### src/hw/rtl/ncu_pkg.sv
`timescale 1ns / 1ps
// ----------------------------------------------------------------------------
// ncu_pkg
// Shared types, constants and UTF-8 helpers for the numeric reference decoder.
// ----------------------------------------------------------------------------
package ncu_pkg;

  localparam int NCU_MAX_DIGITS = 7;
  localparam int MAX_RESULTS    = 10;
  localparam int RES_W          = 4;    // holds 0..MAX_RESULTS

  localparam logic [20:0] CODE_MAX     = 21'h1FFFFF;
  localparam logic [20:0] CODE_REPLACE = 21'h00FFFD;
  localparam logic [7:0]  LIMIT_RESET  = 8'd64;

  localparam logic [7:0] CH_AMP  = 8'h26;
  localparam logic [7:0] CH_HASH = 8'h23;
  localparam logic [7:0] CH_SEMI = 8'h3B;
  localparam logic [7:0] CH_0    = 8'h30;
  localparam logic [7:0] CH_9    = 8'h39;

  typedef enum logic [1:0] {
    MODE_PLAIN,
    MODE_AMP,
    MODE_HASH
  } ncu_mode_t;

  typedef enum logic [3:0] {
    ST_IDLE,
    ST_TAKE,
    ST_MUL,
    ST_ADD,
    ST_PLAIN,
    ST_FL_AMP,
    ST_FL_HASH,
    ST_FL_DIG,
    ST_ENC,
    ST_ENC_BYTE,
    ST_END,
    ST_DONE,
    ST_OUT
  } ncu_state_t;

  // where the sequencer goes once a literal flush is finished
  typedef enum logic {
    FN_PLAIN,
    FN_DONE
  } ncu_flush_next_t;

  typedef struct packed {
    logic       push;
    logic [7:0] data;
  } ncu_wr_t;

  typedef struct packed {
    logic start;
    logic last;
    logic trunc;
  } ncu_drain_t;

  typedef struct packed {
    logic [RES_W-1:0] count;
    logic             done;
  } ncu_qstat_t;

  function automatic logic [2:0] utf8_len(logic [20:0] c);
    logic [2:0] n;
    if (c < 21'h80) n = 3'd1;
    else if (c < 21'h800) n = 3'd2;
    else if (c < 21'h10000) n = 3'd3;
    else n = 3'd4;
    return n;
  endfunction

  // byte idx (0 = lead) of the len-byte UTF-8 form of c
  function automatic logic [7:0] utf8_byte(logic [20:0] c, logic [2:0] len,
                                           logic [1:0] idx);
    logic [1:0] rem;
    logic [5:0] chunk;
    logic [7:0] r;
    rem = 2'(len - 3'd1 - {1'b0, idx});
    case (rem)
      2'd0:    chunk = c[5:0];
      2'd1:    chunk = c[11:6];
      2'd2:    chunk = c[17:12];
      default: chunk = {3'b000, c[20:18]};
    endcase
    if (idx == 2'd0) begin
      case (len)
        3'd1:    r = {1'b0, c[6:0]};
        3'd2:    r = {3'b110, c[10:6]};
        3'd3:    r = {4'b1110, c[15:12]};
        default: r = {5'b11110, c[20:18]};
      endcase
    end else begin
      r = {2'b10, chunk};
    end
    return r;
  endfunction

endpackage

### src/hw/rtl/ncu_outq.sv
`timescale 1ns / 1ps
// ----------------------------------------------------------------------------
// ncu_outq
// Collects the bytes of one request, then drains them with the status flags.
// ----------------------------------------------------------------------------
module ncu_outq (
  input  logic                clk,
  input  logic                rst_n,
  input  ncu_pkg::ncu_wr_t    wr,
  input  ncu_pkg::ncu_drain_t drain,
  input  logic                out_stall,
  output logic                out_valid,
  output logic [7:0]          out_byte,
  output logic                out_run_last,
  output logic                out_string_end,
  output logic                out_truncated,
  output logic                out_byte_valid,
  output ncu_pkg::ncu_qstat_t qstat
);

  logic [7:0]                qbuf_r [ncu_pkg::MAX_RESULTS];
  logic [ncu_pkg::RES_W-1:0] cnt_r, cnt_nxt;
  logic [ncu_pkg::RES_W-1:0] rd_r, rd_nxt;
  logic                      busy_r, busy_nxt;
  logic                      status_r, status_nxt;
  logic                      last_r, last_nxt;
  logic                      trunc_r, trunc_nxt;
  logic                      fin;

  always_comb begin
    // drain ends on the last byte, or on the status-only result when a string ends with nothing to show
    fin = busy_r && !out_stall &&
          (status_r || rd_r == ncu_pkg::RES_W'(cnt_r - 1'b1));
    cnt_nxt    = cnt_r;
    rd_nxt     = rd_r;
    busy_nxt   = busy_r;
    status_nxt = status_r;
    last_nxt   = last_r;
    trunc_nxt  = trunc_r;
    if (wr.push && !busy_r) begin
      cnt_nxt = cnt_r + 1'b1;
    end
    if (drain.start) begin
      busy_nxt   = 1'b1;
      rd_nxt     = '0;
      status_nxt = (cnt_r == '0);
      last_nxt   = drain.last;
      trunc_nxt  = drain.trunc;
    end else if (fin) begin
      busy_nxt   = 1'b0;
      cnt_nxt    = '0;
      status_nxt = 1'b0;
    end else if (busy_r && !out_stall) begin
      rd_nxt = rd_r + 1'b1;
    end
  end

  always_ff @(posedge clk) begin
    if (!rst_n) begin
      cnt_r    <= '0;
      rd_r     <= '0;
      busy_r   <= 1'b0;
      status_r <= 1'b0;
      last_r   <= 1'b0;
      trunc_r  <= 1'b0;
    end else begin
      cnt_r    <= cnt_nxt;
      rd_r     <= rd_nxt;
      busy_r   <= busy_nxt;
      status_r <= status_nxt;
      last_r   <= last_nxt;
      trunc_r  <= trunc_nxt;
    end
  end

  always_ff @(posedge clk) begin
    if (wr.push && !busy_r) begin
      qbuf_r[cnt_r] <= wr.data;
    end
  end

  assign out_valid      = busy_r;
  assign out_byte       = status_r ? 8'h00 : qbuf_r[rd_r];
  assign out_run_last   = status_r || (rd_r == ncu_pkg::RES_W'(cnt_r - 1'b1));
  assign out_string_end = out_run_last && last_r;
  assign out_truncated  = trunc_r;
  assign out_byte_valid = !status_r;
  assign qstat.count    = cnt_r;
  assign qstat.done     = fin;

endmodule

### src/hw/rtl/numeric_entity_to_utf8_decoder.sv
`timescale 1ns / 1ps
// ----------------------------------------------------------------------------
// numeric_entity_to_utf8_decoder
// Replaces "&#NNN;" references in a byte stream by UTF-8, passes other bytes.
// ----------------------------------------------------------------------------
// Steps: accept, take, end and done, plus a plain-byte or '&' step, a multiply and
//   an add for a digit, the encode step and its UTF-8 bytes closing a reference, or a
//   literal flush; then one result per cycle unless stalled.
// Throughput: one request at a time, set by the sequencer and the shared adder.
// Reset: synchronous active-low rst_n clears parse state and counts; limit 64.
module numeric_entity_to_utf8_decoder #(
  parameter int MAX_DIGITS = ncu_pkg::NCU_MAX_DIGITS
) (
  input  logic       clk,
  input  logic       rst_n,
  input  logic       in_valid,
  output logic       in_stall,
  input  logic [7:0] in_byte,
  input  logic       in_last,
  output logic       out_valid,
  input  logic       out_stall,
  output logic [7:0] out_byte,
  output logic       out_run_last,
  output logic       out_string_end,
  output logic       out_truncated,
  output logic       out_byte_valid,
  input  logic       cfg_valid,
  output logic       cfg_ready,
  input  logic [7:0] cfg_data
);

  localparam int DIG_IW = (MAX_DIGITS > 1) ? $clog2(MAX_DIGITS) : 1;
  localparam int DC_W   = $clog2(MAX_DIGITS + 1);

  ncu_pkg::ncu_state_t      state_r, state_nxt;
  ncu_pkg::ncu_mode_t       mode_r, mode_nxt;
  ncu_pkg::ncu_flush_next_t cont_r, cont_nxt;
  logic [20:0]              acc_r, acc_nxt;
  logic [24:0]              tmp_r, tmp_nxt;
  logic [DC_W-1:0]          dc_r, dc_nxt;
  logic [DC_W-1:0]          k_r, k_nxt;
  logic [7:0]               emit_r, emit_nxt;
  logic                     drop_r, drop_nxt;
  logic [7:0]               b_r, b_nxt;
  logic                     last_r, last_nxt;
  logic [7:0]               limit_r;
  logic [1:0]               j_r, j_nxt;
  logic [2:0]               elen_r, elen_nxt;
  logic [3:0]               dig_r [MAX_DIGITS];

  ncu_pkg::ncu_wr_t    wr;
  ncu_pkg::ncu_drain_t drain;
  ncu_pkg::ncu_qstat_t qstat;

  logic        dig_we;
  logic [3:0]  dig_val;
  logic        is_digit;
  logic [20:0] c_eff;
  logic [2:0]  enc_len;
  logic [2:0]  len_sel;
  logic [7:0]  cap;
  logic        ok;
  logic [24:0] add_a, add_b, sum;
  logic        emit1;
  logic [7:0]  emit_data;
  logic        fl_fin;
  logic        ref_clr;

  assign dig_val  = 4'(b_r - ncu_pkg::CH_0);
  assign is_digit = (b_r >= ncu_pkg::CH_0) && (b_r <= ncu_pkg::CH_9);
  assign c_eff    = (acc_r == '0) ? ncu_pkg::CODE_REPLACE : acc_r;
  assign enc_len  = ncu_pkg::utf8_len(c_eff);

  // shared room check: whole group fits the limit and the result queue
  assign len_sel = (state_r == ncu_pkg::ST_ENC) ? enc_len : 3'd1;
  assign cap     = (limit_r == 8'd0) ? 8'd0 : 8'(limit_r - 8'd1);
  assign ok      = !drop_r &&
                   (({1'b0, emit_r} + 9'(len_sel)) <= {1'b0, cap}) &&
                   (({1'b0, qstat.count} + 5'(len_sel)) <=
                    5'(ncu_pkg::MAX_RESULTS));

  // shared adder: acc*10 in one pass, + digit in the next
  always_comb begin
    if (state_r == ncu_pkg::ST_MUL) begin
      add_a = {1'b0, acc_r, 3'b000};
      add_b = {3'b000, acc_r, 1'b0};
    end else begin
      add_a = tmp_r;
      add_b = 25'(dig_val);
    end
  end
  assign sum = add_a + add_b;

  always_comb begin
    state_nxt = state_r;
    mode_nxt  = mode_r;
    cont_nxt  = cont_r;
    acc_nxt   = acc_r;
    tmp_nxt   = tmp_r;
    dc_nxt    = dc_r;
    k_nxt     = k_r;
    emit_nxt  = emit_r;
    drop_nxt  = drop_r;
    b_nxt     = b_r;
    last_nxt  = last_r;
    j_nxt     = j_r;
    elen_nxt  = elen_r;
    in_stall  = 1'b1;
    dig_we    = 1'b0;
    emit1     = 1'b0;
    emit_data = b_r;
    fl_fin    = 1'b0;
    ref_clr   = 1'b0;
    wr.push   = 1'b0;
    wr.data   = b_r;
    drain.start = 1'b0;
    drain.last  = last_r;
    drain.trunc = drop_r;

    case (state_r)
      ncu_pkg::ST_IDLE: begin
        in_stall = 1'b0;
        if (in_valid) begin
          b_nxt     = in_byte;
          last_nxt  = in_last;
          state_nxt = ncu_pkg::ST_TAKE;
        end
      end
      ncu_pkg::ST_TAKE: begin
        case (mode_r)
          ncu_pkg::MODE_AMP: begin
            if (b_r == ncu_pkg::CH_HASH) begin
              mode_nxt  = ncu_pkg::MODE_HASH;
              ref_clr   = 1'b1;
              state_nxt = ncu_pkg::ST_END;
            end else begin
              cont_nxt  = ncu_pkg::FN_PLAIN;
              state_nxt = ncu_pkg::ST_FL_AMP;
            end
          end
          ncu_pkg::MODE_HASH: begin
            if (is_digit && dc_r < DC_W'(MAX_DIGITS)) begin
              dig_we    = 1'b1;
              dc_nxt    = dc_r + 1'b1;
              state_nxt = ncu_pkg::ST_MUL;
            end else if (b_r == ncu_pkg::CH_SEMI && dc_r != '0) begin
              state_nxt = ncu_pkg::ST_ENC;
            end else begin
              cont_nxt  = ncu_pkg::FN_PLAIN;
              state_nxt = ncu_pkg::ST_FL_AMP;
            end
          end
          default: begin
            state_nxt = ncu_pkg::ST_PLAIN;
          end
        endcase
      end
      ncu_pkg::ST_MUL: begin
        tmp_nxt   = sum;
        state_nxt = ncu_pkg::ST_ADD;
      end
      ncu_pkg::ST_ADD: begin
        acc_nxt   = (sum > 25'(ncu_pkg::CODE_MAX)) ? ncu_pkg::CODE_MAX : sum[20:0];
        state_nxt = ncu_pkg::ST_END;
      end
      ncu_pkg::ST_PLAIN: begin
        if (b_r == ncu_pkg::CH_AMP) begin
          mode_nxt = ncu_pkg::MODE_AMP;
        end else begin
          emit1 = 1'b1;
        end
        state_nxt = ncu_pkg::ST_END;
      end
      ncu_pkg::ST_FL_AMP: begin
        emit1     = 1'b1;
        emit_data = ncu_pkg::CH_AMP;
        if (mode_r == ncu_pkg::MODE_HASH) begin
          state_nxt = ncu_pkg::ST_FL_HASH;
        end else begin
          fl_fin = 1'b1;
        end
      end
      ncu_pkg::ST_FL_HASH: begin
        emit1     = 1'b1;
        emit_data = ncu_pkg::CH_HASH;
        k_nxt     = '0;
        state_nxt = ncu_pkg::ST_FL_DIG;
      end
      ncu_pkg::ST_FL_DIG: begin
        if (k_r < dc_r) begin
          emit1     = 1'b1;
          emit_data = ncu_pkg::CH_0 + {4'b0000, dig_r[k_r[DIG_IW-1:0]]};
          k_nxt     = k_r + 1'b1;
        end else begin
          fl_fin = 1'b1;
        end
      end
      ncu_pkg::ST_ENC: begin
        if (ok) begin
          emit_nxt  = emit_r + 8'(enc_len);
          j_nxt     = '0;
          elen_nxt  = enc_len;
          state_nxt = ncu_pkg::ST_ENC_BYTE;
        end else begin
          drop_nxt  = 1'b1;
          mode_nxt  = ncu_pkg::MODE_PLAIN;
          ref_clr   = 1'b1;
          state_nxt = ncu_pkg::ST_END;
        end
      end
      ncu_pkg::ST_ENC_BYTE: begin
        wr.push = 1'b1;
        wr.data = ncu_pkg::utf8_byte(c_eff, elen_r, j_r);
        j_nxt   = j_r + 1'b1;
        if (j_r == 2'(elen_r - 3'd1)) begin
          mode_nxt  = ncu_pkg::MODE_PLAIN;
          ref_clr   = 1'b1;
          state_nxt = ncu_pkg::ST_END;
        end
      end
      ncu_pkg::ST_END: begin
        if (last_r && mode_r != ncu_pkg::MODE_PLAIN) begin
          cont_nxt  = ncu_pkg::FN_DONE;
          state_nxt = ncu_pkg::ST_FL_AMP;
        end else begin
          state_nxt = ncu_pkg::ST_DONE;
        end
      end
      ncu_pkg::ST_DONE: begin
        if (qstat.count != '0 || last_r) begin
          drain.start = 1'b1;
          state_nxt   = ncu_pkg::ST_OUT;
        end else begin
          state_nxt = ncu_pkg::ST_IDLE;
        end
      end
      ncu_pkg::ST_OUT: begin
        if (qstat.done) begin
          if (last_r) begin
            mode_nxt = ncu_pkg::MODE_PLAIN;
            ref_clr  = 1'b1;
            emit_nxt = '0;
            drop_nxt = 1'b0;
          end
          state_nxt = ncu_pkg::ST_IDLE;
        end
      end
      default: begin
        state_nxt = ncu_pkg::ST_IDLE;
      end
    endcase

    // single-byte emit through the shared room check
    if (emit1) begin
      if (ok) begin
        wr.push  = 1'b1;
        wr.data  = emit_data;
        emit_nxt = emit_r + 8'd1;
      end else begin
        drop_nxt = 1'b1;
      end
    end

    if (fl_fin) begin
      mode_nxt  = ncu_pkg::MODE_PLAIN;
      ref_clr   = 1'b1;
      state_nxt = (cont_r == ncu_pkg::FN_PLAIN) ? ncu_pkg::ST_PLAIN : ncu_pkg::ST_DONE;
    end

    if (ref_clr) begin
      dc_nxt  = '0;
      acc_nxt = '0;
    end
  end

  always_ff @(posedge clk) begin
    if (!rst_n) begin
      state_r <= ncu_pkg::ST_IDLE;
      mode_r  <= ncu_pkg::MODE_PLAIN;
      cont_r  <= ncu_pkg::FN_PLAIN;
      acc_r   <= '0;
      dc_r    <= '0;
      k_r     <= '0;
      emit_r  <= '0;
      drop_r  <= 1'b0;
      last_r  <= 1'b0;
      j_r     <= '0;
      elen_r  <= 3'd1;
      limit_r <= ncu_pkg::LIMIT_RESET;
    end else begin
      state_r <= state_nxt;
      mode_r  <= mode_nxt;
      cont_r  <= cont_nxt;
      acc_r   <= acc_nxt;
      dc_r    <= dc_nxt;
      k_r     <= k_nxt;
      emit_r  <= emit_nxt;
      drop_r  <= drop_nxt;
      last_r  <= last_nxt;
      j_r     <= j_nxt;
      elen_r  <= elen_nxt;
      if (cfg_valid && cfg_ready) begin
        limit_r <= cfg_data;
      end
    end
  end

  always_ff @(posedge clk) begin
    b_r   <= b_nxt;
    tmp_r <= tmp_nxt;
    if (dig_we) begin
      dig_r[dc_r[DIG_IW-1:0]] <= dig_val;
    end
  end

  assign cfg_ready = 1'b1;

  ncu_outq u_outq (
    .clk            (clk),
    .rst_n          (rst_n),
    .wr             (wr),
    .drain          (drain),
    .out_stall      (out_stall),
    .out_valid      (out_valid),
    .out_byte       (out_byte),
    .out_run_last   (out_run_last),
    .out_string_end (out_string_end),
    .out_truncated  (out_truncated),
    .out_byte_valid (out_byte_valid),
    .qstat          (qstat)
  );

`ifndef SYNTHESIS
  a_out_only_draining: assert property (@(posedge clk) disable iff (!rst_n)
    out_valid |-> state_r == ncu_pkg::ST_OUT)
    else $error("result shown outside drain phase");

  a_push_fits: assert property (@(posedge clk) disable iff (!rst_n)
    wr.push |-> qstat.count < ncu_pkg::RES_W'(ncu_pkg::MAX_RESULTS))
    else $error("result queue overflow");

  a_no_accept_while_out: assert property (@(posedge clk) disable iff (!rst_n)
    !in_stall |-> !out_valid)
    else $error("input taken while results pending");

  a_drain_returns_idle: assert property (@(posedge clk) disable iff (!rst_n)
    (state_r == ncu_pkg::ST_OUT && qstat.done) |=> state_r == ncu_pkg::ST_IDLE)
    else $error("sequencer did not return to idle after drain");

  a_string_end_clears: assert property (@(posedge clk) disable iff (!rst_n)
    (out_valid && !out_stall && out_string_end) |=>
      (mode_r == ncu_pkg::MODE_PLAIN && emit_r == '0 && !drop_r))
    else $error("string state not cleared at end of string");
`endif

endmodule
### config.mk
export PLATFORM = sky130hd
export DESIGN_NAME = numeric_entity_to_utf8_decoder
export DESIGN_NICKNAME = d
export VERILOG_FILES = /design/src/hw/rtl/ncu_pkg.sv /design/src/hw/rtl/ncu_outq.sv /design/src/hw/rtl/numeric_entity_to_utf8_decoder.sv
export SDC_FILE = /design/constraint.sdc
export NUM_CORES = 1
export LEC_CHECK = 0
export BUFFER_PORTS_ARGS = -buffer_cell sky130_fd_sc_hd__buf_2
export CORE_ASPECT_RATIO = 0.75
export CORE_MARGIN = 2
export CORE_UTILIZATION = 60
export CTS_CLUSTER_SIZE = 30
export DETAILED_ROUTE_END_ITERATION = 8
export PLACE_DENSITY_LB_ADDON = 0.15
export SYNTH_ARGS = -nofsm -noshare
export SYNTH_HDL_FRONTEND = slang
export SYNTH_SLANG_ARGS = --single-unit
### constraint.sdc
create_clock -name clk -period 6.95 [get_ports clk]
set_clock_uncertainty 0.2 [all_clocks]
set_input_delay 1.0425 -clock clk [delete_from_list [all_inputs] [get_ports clk]]
set_output_delay 1.0425 -clock clk [all_outputs]
set_load 0.01 [all_outputs]
## Word level (Yosys, flattened, before mapping)

Memory sizes are Yosys's and may differ from the RTL's. A register that Yosys moved wholly into a read port is not among the register bits.
Cells that the tools add are included.

| storage, ports and cells | value |
|---|---|
| register bits | 102 |
| memory bits (writable) | 108 |
| input port bits | 22 |
| logic and storage cells | 233 |
| memories | 2 |

Memory list:

| name | words | bits a word | rd ports | clocked after Yosys merged registers in | write ports | line | source |
|---|---|---|---|---|---|---|---|
| u_outq.qbuf_r | 10 | 8 | 1 | 1 | 1 | ncu_outq.sv:21 | `logic [7:0] qbuf_r [ncu_pkg::MAX_RESULTS];` |
| dig_r | 7 | 4 | 1 | 1 | 1 | numeric_entity_to_utf8_decoder.sv:49 | `logic [3:0] dig_r [MAX_DIGITS];` |

| cells by class | value |
|---|---|
| $add $sub $neg | 16 |
| magnitude comparators | 10 |
| equality and inequality tests | 43 |
| multiplexer cells | 96 |
| bitwise logic cells | 2 |
| reductions and logical operators | 44 |

Operators with widths:

| cell | count |
|---|---|
| $mux 8 | 9 |
| $mux 4 | 16 |
| $pmux 4 s12 | 1 |
| $pmux 8 s3 | 2 |
| $mux 21 | 2 |
| $mux 1 | 33 |
| $mux 9 | 3 |
| $add 25x25->25 | 1 |
| $gt 25x21->1 const B | 1 |
| $mux 25 | 1 |
| $eq 8x6->1 const B | 3 |
| $mux 22 | 1 |
| $logic_not 21->1 | 1 |
| $lt 21x12->1 const B | 1 |
| $lt 21x17->1 const B | 1 |
| $lt 21x8->1 const B | 1 |
| $mux 3 | 7 |
| $eq 4x4->1 const B | 5 |
| $mux 2 | 9 |
| $ne 2x2->1 const B | 9 |
| $ne 3x3->1 const B | 6 |
| $pmux 6 s3 | 1 |
| $eq 4x3->1 const B | 4 |
| $pmux 8 s2 | 1 |
| other kinds (52) | 92 |

## Longest topological paths before layout

Gate-level depths: netlist of the first run.

| depth | value |
|---|---|
| depth after elaboration | 17 |
| gate-level depth with buffers | 22 |
| gate-level depth less buffers | 19 |

## By module

A second synthesis of the first run with hierarchy kept.

| second synthesis, totals | value |
|---|---|
| cells, all modules | 1182 |
| area total of the unflattened synthesis | 12263.0 µm² |

Modules (own cells, without submodules):

| module | instances | cells an instance | area each (µm²) | sequential area each (µm²) |
|---|---|---|---|---|
| numeric_entity_to_utf8_decoder | 1 | 952 | 8356.8 | 3032.9 |
| ncu_outq | 1 | 230 | 3906.2 | 2722.6 |

## Worst setup path before layout of the first run

Ideal clock, no wire load.

| path | value |
|---|---|
| path kind | register -> register |
| start | reg acc_r[13] |
| end | mem u_outq.qbuf_r[2][0] (enable) |
| setup time | 0.398 ns |
| arrival time | 5.066 ns |
| setup slack | 1.286 ns |
| stages on the path, launching flop included | 19 |
| period minus slack after synthesis | 5.664 ns |
| cells stage by stage | dfxtp_1 > or3_1 > or3_1 > o21ai_0 > nand2_1 > ha_1 > maj3_1 > a21oi_1 > xnor2_1 > ha_1 > o21ai_0 > a21oi_1 > o41ai_1 > a21oi_1 > or4_1 > buf_2 > nor2_1 > o21ai_1 > nor4b_1 |

| between the ends | value |
|---|---|
| longest elaborated chain between the ends | 16 |
| elaborated cells between the ends (all ways) | 20 |
| those cells by class | 2 x add/sub; 5 x order compare; 9 x mux; 4 x reduce/logical |

RTL lines:

| element | line | source |
|---|---|---|
| start: declaration | numeric_entity_to_utf8_decoder.sv:38 | `logic [20:0] acc_r, acc_nxt;` |
| start signal: assignment | numeric_entity_to_utf8_decoder.sv:294 | `acc_r <= acc_nxt;` |
| $logic_not 21->1 | numeric_entity_to_utf8_decoder.sv:71 | `assign c_eff = (acc_r == '0) ? ncu_pkg::CODE_REPLACE : acc_r;` |
| $mux 21 * | numeric_entity_to_utf8_decoder.sv:71 |  |
| $lt 21x17->1 | ncu_pkg.sv:70 | `else if (c < 21'h10000) n = 3'd3;` |
| $mux 3 | ncu_pkg.sv:70 |  |
| $mux 3 | ncu_pkg.sv:69 | `else if (c < 21'h800) n = 3'd2;` |
| $mux 3 * | ncu_pkg.sv:68 | `if (c < 21'h80) n = 3'd1;` |
| $mux 3 * | numeric_entity_to_utf8_decoder.sv:75 | `assign len_sel = (state_r == ncu_pkg::ST_ENC) ? enc_len : 3'd1;` |
| $add 8x3->9 | numeric_entity_to_utf8_decoder.sv:78 | `(({1'b0, emit_r} + 9'(len_sel)) <= {1'b0, cap}) &&` |
| $le 9x8->1 | numeric_entity_to_utf8_decoder.sv:78 |  |
| $logic_and 1x1->1 | numeric_entity_to_utf8_decoder.sv:77 | `assign ok = !drop_r &&` |
| $logic_and 1x1->1 * | numeric_entity_to_utf8_decoder.sv:78 |  |
| $mux 9 * | numeric_entity_to_utf8_decoder.sv:255 | `if (ok) begin` |
| $mux 9 * | numeric_entity_to_utf8_decoder.sv:254 | `if (emit1) begin` |
| $logic_and 1x1->1 * | ncu_outq.sv:77 | `if (wr.push && !busy_r) begin` |
| $mux 1 * | ncu_outq.sv:77 |  |
| $mux 1 (not written as such) * | ncu_outq.sv:78 | `qbuf_r[cnt_r] <= wr.data;` |
| end: declaration | ncu_outq.sv:21 |  |

Every way passes the cells marked *; elsewhere a longest branch is shown, timed or not.

## Worst setup path in the final report of the first run

| path | value |
|---|---|
| start | reg acc_r[6] |
| end | mem u_outq.qbuf_r[0][7] (enable) |

Same word-level chain as after synthesis.

==> results of run 1 <==
==> final timing paths <==
path,cells past startpoint,end,start,slack (ns)
hold reg to reg,2,u_outq.last_r,u_outq.last_r,0.26
hold / removal,2,u_outq.last_r,u_outq.last_r,0.26
setup reg to reg,19,u_outq.qbuf_r[0][7],acc_r[6],0.96
setup / recovery,19,u_outq.qbuf_r[0][7],acc_r[6],0.96
==> where the power goes <==
group	leakage, nW	internal (mW)	switching, mW
logic	2.82	0.644	1.12
clock network	0.374	0.719	0.499
registers	1.89	1.61	0.140
total	5.09	2.97	1.76
==> flip-flops by register name (all words and copies together), names as in the netlist, 3 cells and up, named ones only <==
name,count
elen_r,3
tmp_r,25
u_outq.cnt_r,4
u_outq.rd_r,4
limit_r,8
emit_r,8
k_r,3
acc_r,21
u_outq.qbuf_r,80
dc_r,3
b_r,8
dig_r,28
state_r,4
==> stage by stage <==
step,hold WS (ns),instances,area [sq um],utilization
after floorplan,0.232,1152,12100,-
after global placement,0.244,1405,12600,0.641
after detailed placement,0.250,1405,12600,0.641
after CTS,0.258,1445,13300,0.680
after global routing,0.282,1445,13300,0.680
final,0.255,1445,13300,0.680
==> cell type report <==
cell class                      instances  area, sq um
Inverter                               46          173
Timing Repair Buffer                   57          340
Clock buffer                           33          718
Multi-Input combinational cell        832         5980
Clock inverter                          7         40.0
Sequential cell                       217         5760
Tap cell                              253          317
Fill cell                            1498         6280
==> per-layer routing <==
layer,track usage,vias up,part of all wire
li1,-,4437,-
met3,0.0505,44,0.089
met2,0.431,428,0.43
met1,0.446,4506,0.47
met4,0.0543,0,0.016
met5,0,-,0
==> synth_stat cells (24+ instances only) <==
| library cell | number |
|---|---|
| mux2i_1 | 27 |
| nand2_1 | 106 |
| nor3_1 | 27 |
| a21oi_1 | 74 |
| dfxtp_1 | 76 |
| ha_1 | 59 |
| nor2_1 | 89 |
| inv_1 | 45 |
| edfxtp_1 | 141 |
| a21o_1 | 38 |
| and3_1 | 28 |
| o21ai_0 | 46 |
| a211oi_1 | 24 |
| clkbuf_1 | 46 |
| xnor2_1 | 34 |
==> worst register-to-register path: cells and delay by family (launching register included) <==
kind,cells,cell delay [ns]
adder cells (fa/ha/maj),2,0.56
buffers and inverters,1,0.23
flip-flops,1,0.38
AND/OR/NAND/NOR,6,2.64
XOR/XNOR,2,0.23
AO/OA/AOI/OAI,8,1.37
==> logic make-up (layout without fill, tap and decap cells) <==
family | count (synthesis) | in the layout | share of synthesized area
fa+ha+maj | 62 | 62 | 0.0642
other cells | 1 | 1 | 0.000309
buf+inv | 103 | 143 | 0.0339
mux | 50 | 50 | 0.0623
xor+xnor | 47 | 47 | 0.0340
compound gates | 310 | 310 | 0.181
flops | 217 | 217 | 0.475
simple gates | 362 | 362 | 0.149
==> results.rst, run 1 <==
.. list-table::
   :header-rows: 1

   * - Metric
     - Value
   * - Run status
     - completed
   * - IO buf count
     - 35
   * - Share of cells above drive strength 1
     - 0.112
   * - Type of the worst min-delay path
     - reg2reg
   * - Number of vias per cell
     - 6.52
   * - HPWL after DPL
     - 21,700 um
   * - GP Congestion
     - 1.00
   * - H-tree Lvls
     - 1
   * - Dominant delay contributor by cell family on the critical path
     - simple AND/OR/NAND/NOR gates
   * - Clk sink count
     - 217
   * - Max-cap check violation count
     - 0
   * - CORE AREA
     - 19,600 sq um
   * - Final period demand of the worst path
     - 5.99 ns
   * - Worst Max-Slew Pin Slew
     - 1.04 ns
   * - Ordered list of cells on the worst path
     - nor4_2, a2111oi_4, nor3_1, xnor2_1, ha_1, a21oi_1, nor2b_1, o21ai_0, xnor2_1, ha_1, o21ai_0, a21oi_1, o41ai_1, a21oi_1, or4_1, buf_4, nor2_1, o21ai_1, nor2_1
   * - PostCTS Resize Cnt
     - 0
   * - Post CTS Setup Buffer Count
     - 0
   * - Inserted Clock Buffers
     - 22
   * - Vias in the first global route
     - 8,949
   * - DRT Pass-1 Iters
     - 6
   * - Routed wire length per instance
     - 21.2 um
   * - Final Setup Violations
     - 0
   * - Aggregate global routing overflow
     - 0
   * - Largest net degree at the start of global routing
     - 33
   * - Share of flip-flops with an asynchronous set or reset after synthesis
     - 0
   * - Setup ws final
     - 0.962 ns
   * - Req. time, crit path
     - 6.88 ns
   * - Fraction of the yosys area taken by sequential cells
     - 0.475
   * - TritonCTS clock tree
     - done
   * - Synth Register Bits
     - 217
   * - Max_slew headroom
     - 0.302
   * - Number of routed nets with antenna violations
     - 0
   * - Core Rows
     - 44
   * - Critical Path End Type
     - flop
   * - Diode count
     - 0
   * - Overall die height
     - 127 um
   * - Detailed Route WL
     - 30,600 um
   * - Most common flop cell mapped by yosys
     - edfxtp_1
   * - Warning count from the yosys run
     - 0
   * - Die area
     - 21,400 sq um
   * - Synthesized area
     - 12,100 sq um
   * - Distinct cells, synth
     - 84
   * - Instance count of the mapped netlist
     - 1,152
   * - Final Hold Vio Count
     - 0
   * - Count of nets after finishing
     - 1,258
   * - Violation count after the first detailed-route iteration
     - 861
   * - Number of vias in the routed layout
     - 9,415
   * - Most common cell after layout, fill and taps aside
     - edfxtp_1
   * - Crit path buffers/inverters
     - 1
   * - Max frequency
     - 0.167 GHz
   * - Max FO, Critical Path
     - 23
   * - Critical path's slowest cell
     - nor2_1
   * - Horizontal die dimension
     - 168 um
   * - Critical setup path kind
     - reg2reg
   * - Synthesized area per cell
     - 10.5 sq um
   * - Cell types with the largest area share after synthesis
     - edfxtp_1, dfxtp_1, ha_1, mux4_2, nand2_1
   * - Library cell with the largest summed area after synthesis
     - edfxtp_1
   * - Total global-route track usage
     - 0.288
   * - Number of antenna violations at the first check in global routing
     - 0
   * - Net count of the mapped netlist
     - 1,234
   * - Tcrit/Tclk final
     - 0.862
   * - Total power density per cell area
     - 355 nW/um^2
   * - Post-route DRC violation count
     - 0
   * - Number of slew-limit violations in the final report
     - 0
   * - First-pass GRT wire length
     - 49,100 um
   * - Power after layout
     - 4.73 mW
   * - Number of hold buffers added after CTS
     - 0
   * - Most used cell, CP
     - a21oi_1
   * - Unrepaired setup endpoints after global routing
     - false
   * - Cell at the root of the clock tree
     - clkbuf_16
   * - Worst VDD drop
     - 213 uV
   * - Leakage power of the design
     - 5.09 nW
   * - Count of flip-flops with a built-in enable after synthesis
     - 141
   * - Synthesis-to-layout area growth
     - 9.91%
   * - Data arrival time of the critical path
     - 5.92 ns
   * - Worst setup SP type
     - flop
   * - Leading cell types in the layout, fill and taps excluded
     - edfxtp_1, nand2_1, nor2_1
   * - Worst setup slack before clock tree synthesis
     - 1.11 ns
   * - Insertion delay of the later-clocked pin in the worst-skew pair
     - 0.51 ns
   * - Clock edge transition at the registers on the reported setup and hold paths
     - 0.06 ns
   * - Boundary Pins
     - 37
   * - Delay of the slowest cell on the worst path
     - 0.68 ns
   * - Number of buffers on the longest clock path
     - 3
   * - Sum of negative setup slack
     - 0 ns
   * - Area fraction of the dominant cell type after synthesis
     - 0.349
   * - Effective utilization at floorplan
     - 0.618
No activity file was read; power rests on OpenSTA's default activity.
==> inputs of run 2 (changes only) <==
- clock period: 6.95 -> 7.75 ns (I/O delays scaled with it)
==> run 2 against run 1 <==
Against the previous run:
- sequential share of layout area grew 0.24 points
- via count up 1.0%
- final cell count decreased by 0.21%
==> results.rst, run 2 (same netlist as run 1, synthesis figures left out) <==
.. list-table::
   :header-rows: 1

   * - Metric
     - Value
   * - Share of cells above drive strength 1
     - 0.108
   * - Max_slew headroom
     - 0.213
   * - Leakage power of the design
     - 5.05 nW
   * - Type of the worst min-delay path
     - reg2reg
   * - Most used cell, CP
     - a21oi_1
   * - Number of vias per cell
     - 6.60
   * - Number of hold buffers added after CTS
     - 0
   * - Run status
     - completed
   * - Core Rows
     - 44
   * - CORE AREA
     - 19,600 sq um
   * - Worst Max-Slew Pin Slew
     - 1.17 ns
   * - Detailed Route WL
     - 30,300 um
   * - Delay of the slowest cell on the worst path
     - 0.95 ns
   * - Number of antenna violations at the first check in global routing
     - 0
   * - Unrepaired setup endpoints after global routing
     - false
   * - Vias in the first global route
     - 8,964
   * - Horizontal die dimension
     - 168 um
   * - Max FO, Critical Path
     - 23
   * - GP Congestion
     - 0.940
   * - Req. time, crit path
     - 7.67 ns
   * - Critical hold path startpoint
     - u_outq.last_r
   * - Clock edge transition at the registers on the reported setup and hold paths
     - 0.07 ns
   * - First-pass GRT wire length
     - 48,900 um
   * - Routed wire length per instance
     - 21.0 um
   * - Max frequency
     - 0.154 GHz
   * - Boundary Pins
     - 37
   * - Critical path's slowest cell
     - nor4b_2
   * - Insertion delay of the later-clocked pin in the worst-skew pair
     - 0.52 ns
   * - Die area
     - 21,400 sq um
   * - Number of slew-limit violations in the final report
     - 0
   * - Sum of negative setup slack
     - 0 ns
   * - Tcrit/Tclk final
     - 0.837
   * - Dominant delay contributor by cell family on the critical path
     - simple AND/OR/NAND/NOR gates
   * - Final period demand of the worst path
     - 6.49 ns
   * - Synthesis-to-layout area growth
     - 9.30%
   * - Number of vias in the routed layout
     - 9,511
   * - Max reg flops
     - 80
   * - R2R depth
     - 19
   * - Violation count after the first detailed-route iteration
     - 1,244
   * - Worst setup SP type
     - flop
   * - Worst VDD drop
     - 144 uV
   * - Most common cell after layout, fill and taps aside
     - edfxtp_1
   * - Leading cell types in the layout, fill and taps excluded
     - edfxtp_1, nand2_1, nor2_1
   * - Ordered list of cells on the worst path
     - nor2_1, nand2_1, nor3_1, xnor2_1, ha_1, a21oi_1, nor2b_1, o21ai_0, xnor2_1, ha_1, o21ai_0, a21oi_1, o41ai_1, a21oi_1, or4_1, buf_4, nor2_1, o21ai_1, nor4b_2
   * - Power after layout
     - 4.19 mW
   * - Aggregate global routing overflow
     - 0
   * - Inserted Clock Buffers
     - 22
   * - Critical Path End Type
     - flop
   * - Number of buffers on the longest clock path
     - 3
   * - Post-Place Cells
     - 1,402
   * - Largest register by flop count
     - u_outq.qbuf_r
   * - Sink of the worst hold path
     - u_outq.last_r
   * - DRT Pass-1 Iters
     - 5
   * - Non-filler cells, final
     - 1,442
   * - Cell depth of the worst min-delay path
     - 2
   * - Data arrival time of the critical path
     - 6.41 ns
   * - Cell at the root of the clock tree
     - clkbuf_16
   * - Count of nets after finishing
     - 1,255
   * - Total global-route track usage
     - 0.284
   * - PostCTS Resize Cnt
     - 0
   * - Post CTS Setup Buffer Count
     - 0
   * - Critical setup path kind
     - reg2reg
   * - Diode count
     - 0
   * - Largest net degree at the start of global routing
     - 33
   * - H-tree Lvls
     - 1
   * - Overall die height
     - 127 um
   * - Final Hold Vio Count
     - 0
   * - Reg-to-Reg Start
     - state_r[0]
   * - TritonCTS clock tree
     - done
   * - Crit path buffers/inverters
     - 1
   * - Final Setup Violations
     - 0
   * - Post-route DRC violation count
     - 0
   * - Terminus of the critical flop-to-flop path
     - u_outq.qbuf_r[2][2]
   * - Number of routed nets with antenna violations
     - 0
   * - Total power density per cell area
     - 317 nW/um^2
   * - IO buf count
     - 35
   * - HPWL after DPL
     - 21,600 um
   * - Effective utilization at floorplan
     - 0.618
   * - Clk sink count
     - 217
   * - R2r setup slk
     - 1.26 ns
   * - Max-cap check violation count
     - 0
==> run 2: cell types whose count changed in the layout (fill, tap and decap cells not counted), sizes merged <==
cell	change
clkinvlp	-1
clkinv	+2
bufinv	+1
buf	-3
inv	-1
clkbuf	-1
==> run 2: where the power goes <==
part / total, mW / internal (mW) / switching, mW
logic: 1.59 / 0.573 / 1.02
clock network: 1.05 / 0.598 / 0.447
registers: 1.56 / 1.44 / 0.112
total: 4.19 / 2.62 / 1.58
==> run 2: cell type report <==
| cell class | instances | area, sq um |
|---|---|---|
| tap | 253 | 317 |
| clock inverter | 8 | 78.8 |
| multi-input combinational | 832 | 5980 |
| sequential | 217 | 5760 |
| timing repair buffer | 54 | 318 |
| clock buffer | 32 | 628 |
| fill | 1481 | 6350 |
| inverter | 46 | 173 |
==> run 2: stage by stage <==
| stage | utilization | instance area [sq um] | hold slack [ns] | setup WS [ns] |
|---|---|---|---|---|
| floorplan | - | 12100 | 0.232 | 2.09 |
| global placement | 0.640 | 12500 | 0.258 | 1.74 |
| detailed placement | 0.640 | 12500 | 0.262 | 1.37 |
| CTS | 0.676 | 13200 | 0.270 | 1.35 |
| global route | 0.676 | 13200 | 0.289 | 0.643 |
| finish | 0.676 | 13200 | 0.272 | 1.26 |
==> run 2: routing by layer <==
metal | wire length [um] | up-vias | global-route usage | part of all wire
met3 | 2590 | 44 | 0.0338 | 0.086
met4 | 493 | 0 | 0.0517 | 0.016
met2 | 12900 | 451 | 0.424 | 0.43
met1 | 14300 | 4586 | 0.451 | 0.47
met5 | 0 | - | 0 | 0
li1 | - | 4430 | - | -
==> run 2: worst min-delay path, stage by stage (launching register included) <==
cell     delay, ns
dfxtp_1       0.32
nand2_1       0.05
a21oi_1       0.05
==> run 2: how the worst max path moves through the flow <==
stage / depth (start not counted) / start / end
2_1_floorplan: 18 / acc_r[13] / u_outq.qbuf_r[2][0]
3_3_place_gp: 19 / state_r[0] / u_outq.qbuf_r[2][4]
5_1_grt: 19 / state_r[0] / u_outq.qbuf_r[2][2]
6_report: 19 / state_r[0] / u_outq.qbuf_r[2][2]
4_1_cts: 19 / state_r[0] / u_outq.qbuf_r[2][2]
3_5_place_dp: 19 / state_r[0] / u_outq.qbuf_r[2][4]
==> inputs of run 3 (changes only) <==
- clock period: 7.75 -> 6.75 ns (I/O delays scaled with it)
==> run 3 against run 2 <==
Against the previous run:
- cell area up 0.72%
- maximum frequency increased by 8.2%
- critical path depth shrank 2
- sequential share of layout area is 0.31 points lower
- routed wire length about the same
- register-to-register slack got worse by 0.51 ns
- first-iteration DRC count is 16% lower
- global-route usage about the same
- critical path type unchanged
- largest power group unchanged
==> results.rst, run 3 (same netlist as run 1, synthesis figures left out) <==
.. list-table::
   :header-rows: 1

   * - Metric
     - Value
   * - Core Rows
     - 44
   * - GP Congestion
     - 0.941
   * - Type of the worst min-delay path
     - reg2reg
   * - Data arrival time of the critical path
     - 5.93 ns
   * - Clk sink count
     - 217
   * - PostCTS Resize Cnt
     - 0
   * - Total net switching power
     - 1.82 mW
   * - Share of cells above drive strength 1
     - 0.113
   * - Total global-route track usage
     - 0.284
   * - Final Setup Violations
     - 0
   * - Minimum hold slack
     - 0.260 ns
   * - Final Core Density
     - 0.681
   * - Largest net degree at the start of global routing
     - 32
   * - Most common cell after layout, fill and taps aside
     - edfxtp_1
   * - Vias in the first global route
     - 8,777
   * - Number of slew-limit violations in the final report
     - 0
   * - Die area
     - 21,400 sq um
   * - CORE AREA
     - 19,600 sq um
   * - Combinational Power Share
     - 0.374
   * - Number of vias per cell
     - 6.49
   * - Synthesis-to-layout area growth
     - 10.1%
   * - IO buf count
     - 35
   * - Tcrit/Tclk final
     - 0.888
   * - First-pass GRT wire length
     - 48,200 um
   * - Detailed Route WL
     - 30,300 um
   * - Overall die height
     - 127 um
   * - Delay of the slowest cell on the worst path
     - 0.66 ns
   * - Routed wire length per instance
     - 20.9 um
   * - Number of antenna violations at the first check in global routing
     - 0
   * - Inserted Clock Buffers
     - 22
   * - TritonCTS clock tree
     - done
   * - Aggregate global routing overflow
     - 0
   * - Sum of negative setup slack
     - 0 ns
   * - Violation count after the first detailed-route iteration
     - 1,044
   * - H-tree Lvls
     - 1
   * - Max_slew headroom
     - 0.339
   * - Clock edge transition at the registers on the reported setup and hold paths
     - 0.06 ns
   * - Clk pwr share
     - 0.261
   * - Unrepaired setup endpoints after global routing
     - false
   * - Boundary Pins
     - 37
   * - Max frequency
     - 0.167 GHz
   * - Critical setup path kind
     - reg2reg
   * - Effective utilization at floorplan
     - 0.618
   * - Run status
     - completed
   * - Total power density per cell area
     - 368 nW/um^2
   * - Worst VDD drop
     - 188 uV
   * - Worst setup SP type
     - flop
   * - Critical Path End Type
     - flop
   * - Post-route DRC violation count
     - 0
   * - Max reg flops
     - 80
   * - Portion of total power attributed to sequential cells
     - 0.365
   * - Post CTS Setup Buffer Count
     - 0
   * - Max FO, Critical Path
     - 8
   * - Number of vias in the routed layout
     - 9,400
   * - P_int
     - 3.09 mW
   * - Leakage power of the design
     - 5.09 nW
   * - Diode count
     - 0
   * - DRT Pass-1 Iters
     - 5
   * - Number of routed nets with antenna violations
     - 0
   * - Largest register by flop count
     - u_outq.qbuf_r
   * - Number of hold buffers added after CTS
     - 0
   * - Req. time, crit path
     - 6.69 ns
   * - Fraction of power spent switching nets
     - 0.371
   * - Leading cell types in the layout, fill and taps excluded
     - edfxtp_1, nand2_1, nor2_1
   * - Most used cell, CP
     - a21oi_1
   * - Ordered list of cells on the worst path
     - or3_1, or3_1, o21ai_0, nand2_1, ha_1, maj3_1, a21oi_1, xnor2_1, ha_1, o21ai_0, a21oi_1, o41ai_1, a21oi_1, or4_1, nor2_1, o21ai_1, nor2_1
   * - Horizontal die dimension
     - 168 um
   * - Final period demand of the worst path
     - 5.99 ns
   * - Critical path's slowest cell
     - nor2_1
   * - Number of buffers on the longest clock path
     - 3
   * - Final Hold Vio Count
     - 0
   * - Insertion delay of the later-clocked pin in the worst-skew pair
     - 0.52 ns
   * - Max-cap check violation count
     - 0
   * - Worst Max-Slew Pin Slew
     - 0.990 ns
   * - Count of nets after finishing
     - 1,261
   * - HPWL after DPL
     - 21,400 um
   * - Cell at the root of the clock tree
     - clkbuf_16
run 3: changes by cell type in the layout (fill, tap and decap cells not counted), sizes merged:
cell      before  now
bufinv         1    4
clkinv         7   10
inv           46   48
clkbuf        32   23
buf           54   60
clkinvlp       0    1
run 3: worst max-delay path: cells and delay by family, from the launching register on:
kind / cells / cell delay, ns
flip-flops: 1 / 0.34
AO/OA/AOI/OAI: 7 / 1.50
adder cells (fa/ha/maj): 3 / 0.88
XOR/XNOR: 1 / 0.12
AND/OR/NAND/NOR: 6 / 2.58
run 3: layer usage:
layer / part of all wire / vias to the layer above / global-route usage
li1: - / 4448 / -
met4: 0.020 / 0 / 0.0588
met5: 0 / - / 0
met2: 0.43 / 389 / 0.425
met3: 0.080 / 48 / 0.0474
met1: 0.47 / 4515 / 0.439
run 3: path summary, 6_finish.rpt:
| check | startpoint | endpoint | slack (ns) | cells after the start |
|---|---|---|---|---|
| hold reg to reg | u_outq.last_r | u_outq.last_r | 0.26 | 2 |
| hold / removal | u_outq.last_r | u_outq.last_r | 0.26 | 2 |
| setup / recovery | acc_r[13] | u_outq.qbuf_r[0][0] | 0.76 | 17 |
| setup reg to reg | acc_r[13] | u_outq.qbuf_r[0][0] | 0.76 | 17 |
run 3: metrics by stage:
| step | setup WS (ns) | power, mW | cells | instance area, sq um |
|---|---|---|---|---|
| CTS | 0.829 | 4.88 | 1448 | 13300 |
| floorplan | 1.09 | 3.07 | 1152 | 12100 |
| global placement | 1.02 | 3.59 | 1408 | 12600 |
| finish | 0.756 | 4.91 | 1448 | 13300 |
| global route | 0.325 | 5.18 | 1448 | 13300 |
| detailed placement | 0.852 | 3.60 | 1408 | 12600 |
run 3: power by group through the flow:
| stage | clock (mW) | sequential [mW] | combinational, mW |
|---|---|---|---|
| floorplan | 0 | 1.76 | 1.31 |
| global placement | 0 | 1.81 | 1.78 |
| detailed placement | 0 | 1.82 | 1.78 |
| CTS | 1.29 | 1.79 | 1.80 |
| global route | 1.34 | 1.81 | 2.03 |
| finish | 1.28 | 1.79 | 1.84 |
run 3: area by class of cell:
cell class | instances | area (sq um)
Multi-Input combinational cell | 832 | 5980
Sequential cell | 217 | 5760
Tap cell | 253 | 317
Timing Repair Buffer | 60 | 363
Clock inverter | 17 | 203
Fill cell | 1486 | 6260
Clock buffer | 23 | 554
Inverter | 46 | 173
